$ cat src/design/lzbd_pkg.sv
// shared types and constants of the lz byte-token decompressor
package lzbd_pkg;

  localparam int DEFAULT_WINDOW_BYTES = 32768;

  localparam int BYTE_W = 8;
  localparam int LEN_W  = 7;   // copy length, up to 67
  localparam int DIST_W = 16;  // copy distance, up to 32768
  localparam int ACC_W  = 13;  // token bits held between bytes
  localparam int LIT_W  = 7;   // literal run counter
  localparam int CNT_W  = 2;

  // token layout
  localparam logic [BYTE_W-1:0] TOKEN_END = 8'h00;

  typedef struct packed {
    logic [BYTE_W-1:0] in_byte;
    logic              new_stream;
  } lzbd_in_t;

  typedef struct packed {
    logic [BYTE_W-1:0] first_byte;
    logic [BYTE_W-1:0] second_byte;
    logic [CNT_W-1:0]  byte_count;
    logic              last_of_run;
    logic              stream_end;
    logic              bad_distance;
  } lzbd_out_t;

  typedef enum logic [2:0] {
    PH_IDLE,
    PH_LIT,
    PH_MID_B1,
    PH_LONG_B1,
    PH_LONG_B2
  } lzbd_phase_t;

  typedef enum logic [1:0] {
    CMD_NONE,
    CMD_LIT,
    CMD_COPY,
    CMD_END
  } lzbd_cmd_kind_t;

  typedef struct packed {
    logic              start;   // a request was taken this cycle
    logic              clear;   // restart the produced-byte count first
    lzbd_cmd_kind_t    kind;
    logic [BYTE_W-1:0] data;
    logic [LEN_W-1:0]  len;
    logic [DIST_W-1:0] copy_dist;
  } lzbd_cmd_t;

  typedef enum logic [1:0] {
    ENG_IDLE,
    ENG_READ,
    ENG_WRITE,
    ENG_EMIT
  } lzbd_eng_state_t;

  localparam logic [CNT_W-1:0] COUNT_NONE = 2'd0;
  localparam logic [CNT_W-1:0] COUNT_ONE  = 2'd1;
  localparam logic [CNT_W-1:0] COUNT_TWO  = 2'd2;

endpackage

$ cat src/design/lzbd_parser.sv
// token parser: turns compressed bytes into literal, copy and end commands
module lzbd_parser (
  input  logic               clk,
  input  logic               rst,
  input  logic               take,
  input  lzbd_pkg::lzbd_in_t req,
  output lzbd_pkg::lzbd_cmd_t cmd
);
  import lzbd_pkg::*;

  lzbd_phase_t      phase, phase_next;
  logic [ACC_W-1:0] token_acc, token_acc_next;
  logic [LIT_W-1:0] literal_left, literal_left_next;

  lzbd_phase_t       cur_phase;
  logic [BYTE_W-1:0] b;
  logic [20:0]       long_code;
  logic [12:0]       mid_code;

  always_ff @(posedge clk) begin
    if (rst) begin
      phase        <= PH_IDLE;
      token_acc    <= '0;
      literal_left <= '0;
    end else begin
      phase        <= phase_next;
      token_acc    <= token_acc_next;
      literal_left <= literal_left_next;
    end
  end

  always_comb begin
    b         = req.in_byte;
    cur_phase = req.new_stream ? PH_IDLE : phase;
    mid_code  = {token_acc[4:0], b};
    long_code = {token_acc, b};

    phase_next        = phase;
    token_acc_next    = token_acc;
    literal_left_next = literal_left;

    cmd       = '0;
    cmd.start = take;
    cmd.clear = take & req.new_stream;
    cmd.kind  = CMD_NONE;
    cmd.data  = b;

    if (take) begin
      if (req.new_stream) begin
        token_acc_next    = '0;
        literal_left_next = '0;
      end
      case (cur_phase)
        PH_LIT: begin
          cmd.kind          = CMD_LIT;
          literal_left_next = literal_left - 1'b1;
          phase_next        = (literal_left == LIT_W'(1)) ? PH_IDLE : PH_LIT;
        end
        PH_MID_B1: begin
          cmd.kind       = CMD_COPY;
          cmd.len        = LEN_W'(mid_code[2:0]) + LEN_W'(3);
          cmd.copy_dist  = DIST_W'(mid_code[12:3]) + DIST_W'(1);
          phase_next     = PH_IDLE;
          token_acc_next = '0;
        end
        PH_LONG_B1: begin
          token_acc_next = {token_acc[4:0], b};
          phase_next     = PH_LONG_B2;
        end
        PH_LONG_B2: begin
          cmd.kind       = CMD_COPY;
          cmd.len        = LEN_W'(long_code[5:0]) + LEN_W'(4);
          cmd.copy_dist  = DIST_W'(long_code[20:6]) + DIST_W'(1);
          phase_next     = PH_IDLE;
          token_acc_next = '0;
        end
        default: begin
          phase_next = PH_IDLE;
          if (b[7]) begin
            if (b[6]) begin
              token_acc_next = ACC_W'(b);
              phase_next     = b[5] ? PH_LONG_B1 : PH_MID_B1;
            end else begin
              cmd.kind      = CMD_COPY;
              cmd.len       = LEN_W'(b[1:0]) + LEN_W'(2);
              cmd.copy_dist = DIST_W'(b[5:2]) + DIST_W'(1);
            end
          end else if (b == TOKEN_END) begin
            cmd.kind = CMD_END;
          end else begin
            literal_left_next = b[6:0];
            phase_next        = PH_LIT;
          end
        end
      endcase
    end
  end

endmodule

$ cat config.mk
export PLATFORM = sky130hd
export DESIGN_NAME = lzbd_parser
export DESIGN_NICKNAME = d
export VERILOG_FILES = /design/src/design/lzbd_pkg.sv /design/src/design/lzbd_parser.sv
export SDC_FILE = /design/constraint.sdc
export NUM_CORES = 1
export LEC_CHECK = 0
export BUFFER_PORTS_ARGS = -buffer_cell sky130_fd_sc_hd__buf_2
export CAP_MARGIN = 20
export CORE_MARGIN = 3
export CORE_UTILIZATION = 45
export CTS_BUF_LIST = sky130_fd_sc_hd__clkbuf_16
export DETAILED_ROUTE_END_ITERATION = 16
export PLACE_DENSITY = 0.67
export SKIP_LAST_GASP = 1
export SLEW_MARGIN = 20
export SYNTH_ARGS = -nofsm -noshare
export SYNTH_HDL_FRONTEND = slang
export SYNTH_SLANG_ARGS = --single-unit
$ cat constraint.sdc
create_clock -name clk -period 1.5 [get_ports clk]
set_input_delay 0.075 -clock clk [delete_from_list [all_inputs] [get_ports clk]]
set_output_delay 0.075 -clock clk [all_outputs]
set_load 0.1 [all_outputs]
## Yosys cells after proc, flatten, opt, wreduce, memory -nomap -nowiden

Cells that the tools add are included.

| word-level totals | value |
|---|---|
| bits in writable memories | 0 |
| input bits | 12 |
| register bits | 23 |
| latch bits | 0 |
| ROM bits | 0 |
| word-level logic and storage cells | 44 |
| memories kept | 0 |
| output and inout port bits | 35 |

| cells by class | value |
|---|---|
| bitwise gates (word level) | 1 |
| shift operators | 0 |
| add/sub/neg operators | 7 |
| multipliers | 0 |
| reduce and logical (&&, ||, !) cells | 4 |
| div/mod/pow operators | 0 |
| magnitude comparators | 0 |
| muxes and demuxes | 24 |
| equal/unequal tests | 5 |

Operator list:

| cell | number |
|---|---|
| $pmux 23 s3 | 1 |
| $mux 13 | 3 |
| $pmux 13 s3 | 1 |
| $mux 19 | 2 |
| $mux 23 | 1 |
| $mux 7 | 3 |
| $add 15x1->16 const B | 1 |
| $pmux 7 s2 | 1 |
| $add 10x1->11 const B | 1 |
| $mux 2 | 5 |
| $pmux 3 s3 | 1 |
| $logic_not 8->1 | 1 |
| $add 6x3->7 const B | 1 |
| $eq 7x1->1 const B | 1 |
| $sub 7x1->7 const B | 1 |
| $eq 3x2->1 const B | 2 |
| $mux 3 | 2 |
| $pmux 2 s3 | 1 |
| $add 4x1->5 const B | 1 |
| $add 3x2->4 const B | 1 |
| $reduce_or 2->1 | 2 |
| $add 2x2->3 const B | 1 |
| $eq 3x1->1 const B | 1 |
| $eq 3x3->1 const B | 1 |
| 3 further kinds | 5 |

## Logic depth before layout (Yosys ltp)

| depth | value |
|---|---|
| word-level depth | 5 |
| mapped depth | 8 |
| depth with buffers taken out | 6 |

## Worst setup path after synthesis

OpenSTA, ideal clock, no wires.

| timing | value |
|---|---|
| path type | reg2out |
| start | register phase[2] |
| end | output port cmd[15] (netlist name) |
| stages on the path, launching flop included | 4 |
| path slack | -1.599 ns |
| data required time | 1.425 ns |
| arrival | 3.024 ns |
| path through | dfxtp_1 -> nor4b_4 -> nand2_1 -> nor3_1 |

RTL lines:

| what | line | text |
|---|---|---|
| start, declared | lzbd_parser.sv:11 | `lzbd_phase_t phase, phase_next;` |
| start signal, assigned | lzbd_parser.sv:26 | `phase <= phase_next;` |
| end, declared | lzbd_parser.sv:7 | `output lzbd_pkg::lzbd_cmd_t cmd` |

==> out/metrics.cfg <==
[outcome]
status=finished, violations left
violations=negative setup slack

[worst_setup_path]
critPathKind=reg2out
critical_path_buf_inv_count=2
crit_path_end_kind=output port
path_max_fanout=4
critPathSlowestCell=o311a_2
cp.arrival_ns=1.85
worstPathRequired_ns=1.42
max_stage_delay_ns=0.42
cp_top_family=compound AO/OA/AOI/OAI gates
worstSetupStartpointType=register
path_cells=or2_4 > a21o_4 > buf_4 > o311a_2 > buf_12

[timing]
tns_ns=-10.46
timing.hold.ws_ns=0.166
tightest_slew_ns=0.502
period_minus_slack_ns=1.92
layout_setup_ws_ns=-0.423
maxSlewHeadroom_pct=66.8
report.final.slew_viol_count=0
finalSetupViolations=43
final.period_utilization_pct=128
clock_skew_ns=0.00303
fmax_mhz=520
final_hold_viol_count=0
rsz0062_at_grt=yes

[detailed_routing]
drtAntennaViolNets=0
wirelength_um=7810
drt_iter0_drc=198
vias=2700
wl_per_cell_um=17.1
dr.pass1.iters=4
viasPerCell=5.90
drcViolationCount=0

[yosys]
synth_edf_count=0
avgSynthCellArea_sq_um=7.39
synth.distinct_cells=49
async_flop_share_pct=0
synth_nets=327
synth_cells=305
yosysSeqAreaShare_pct=20.4
yosys_register_bits=23
synth.cell_area_sq_um=2250
synthFlopType=dfxtp_1
ys_warn_count=0

[global_routing]
grt_max_degree=18
antenna_found_initial=0
grt-ovfl-total=0
grtUsageTotal_pct=24.7
grt_pass1_vias=2483
grt_pass1_wl_um=12000

[die]
row_count=25
coreArea_sq_um=4790
initial_core_util_pct=47.1
die_y_um=76.8
die_x_um=76.8
io_pins=47
die_area_sq_um=5890

[power]
leakage_nw=1.51
power_density_nw_per_um2=574
peakVddDrop_mv=0.692

[clock_network]
clock_path_buffers=2
clock-sinks=23
cts_tree=built
htreeDepth=1
cts_made_buffers=3
path_clk_slew_ns=0.06
worstSkewPairLatency_ns=0.26
root_buffer=clkbuf_16

[cells_and_area]
area_delta_synth_final_pct=67.7
most-common-layout-cells=buf_4 (64), buf_12 (29), nand2_1 (21), buf_2 (20), nand3_1 (19)
layout_commonest_cell=buf_4
nNetsFinal=414
n_antenna_cell=0
drive_gt1_share_pct=47.1
final_cell_area_sq_um=3780
final_cell_count_no_fill=458

[placement]
numPlacedInstances=451
dp_hpwl_um=5770
dpl_cell_area_sq_um=3570
io_buffers=46
gp_congestion=0.948

[min_path]
hp-class=in2reg

[job]
cap_violations=0

cell usage after synthesis (all sizes together) (3+ instances only):
cell type	number	share of area (%)
nand4	7	1.9
inv	13	2.2
nor2	30	5.0
a21oi	25	5.7
o21ai	6	1.3
xor2	10	3.9
o311ai	3	1.2
nand3	20	4.4
clkbuf	11	1.8
a22oi	8	2.7
nor2b	4	1.1
nand2b	4	1.1
a2bb2oi	3	1.2
buf	21	6.3
nand2	23	3.8
and4	4	1.6
dfxtp	23	20
ha	10	5.6
xnor2	15	5.8
a31oi	6	1.7
o22ai	5	1.4
a22o	13	5.1
and2	6	1.7
nor3	9	2.0
layout make-up:
cell class / instances / area (sq um)
timing repair buffer: 114 / 1170
tap: 67 / 83.8
clock inverter: 1 / 5.00
multi-input combinational: 237 / 1920
clock buffer: 3 / 75.1
sequential: 23 / 474
fill: 302 / 1010
inverter: 13 / 48.8
worst paths after layout:
kind	start	end	slack [ns]	cells past startpoint
max	phase[0]	cmd[32]	-0.42	5
min	req[6]	token_acc[5]	0.17	2
max reg2reg	phase[0]	literal_left[4]	-0.17	7
min reg2reg	token_acc[12]	token_acc[12]	0.52	1
repair_timing:
action,in CTS,in global routing
hold buffers,0,0
pin swaps,5,4
buffers inserted,2,2
setup endpoints to repair,44,45
gates cloned,0,0
gates resized for setup,13,19
stage by stage:
stage | setup slack [ns] | utilization (%) | power (mW)
after global placement | -0.139 | 74.5 | 1.53
after global routing | -0.468 | 79.0 | 2.25
after detailed placement | -0.171 | 74.5 | 1.54
final | -0.423 | 79.0 | 2.17
after floorplan | -0.437 | - | 1.26
after CTS | -0.390 | 77.2 | 2.13
flip-flops by register name, summed over array words and instances, names as in the netlist:
name          count
phase             3
token_acc        13
literal_left      7
logic make-up (layout without fill, tap and decap cells):
kind of cell / count (synthesis) / after routing / synth area share, %
adders and majority gates: 10 / 10 / 5.55
xor gates and xnor gates: 25 / 25 / 9.72
and+or+nand+nor: 120 / 120 / 28.3
DFF: 23 / 23 / 20.4
buffers and inverters: 45 / 131 / 10.3
muxes: 1 / 1 / 0.444
AOI/OAI and AO/OA: 81 / 81 / 25.3
worst register-to-register path, delay by kind of cell, from the launching register on:
| family | cells | cell delay (ns) |
|---|---|---|
| simple gates | 1 | 0.27 |
| flops | 1 | 0.36 |
| compound gates | 4 | 0.71 |
| buf+inv | 2 | 0.26 |
metal layers:
metal | global-route usage, % | up-vias | part of all wire [%]
li1 | - | 1267 | -
met1 | 31.4 | 1285 | 40
met2 | 43.8 | 113 | 50
met3 | 2.82 | 35 | 6.9
met4 | 6.34 | 0 | 3.1
met5 | 0 | - | 0
where the power goes:
part	leakage, nW	switching [mW]	total (mW)	internal [mW]
sequential	0.191	0.0305	0.664	0.634
clock	0.0409	0.221	0.579	0.359
combinational	1.27	0.581	0.926	0.345
total	1.51	0.833	2.17	1.34
Note: power is estimated with default switching activity, not from simulation.
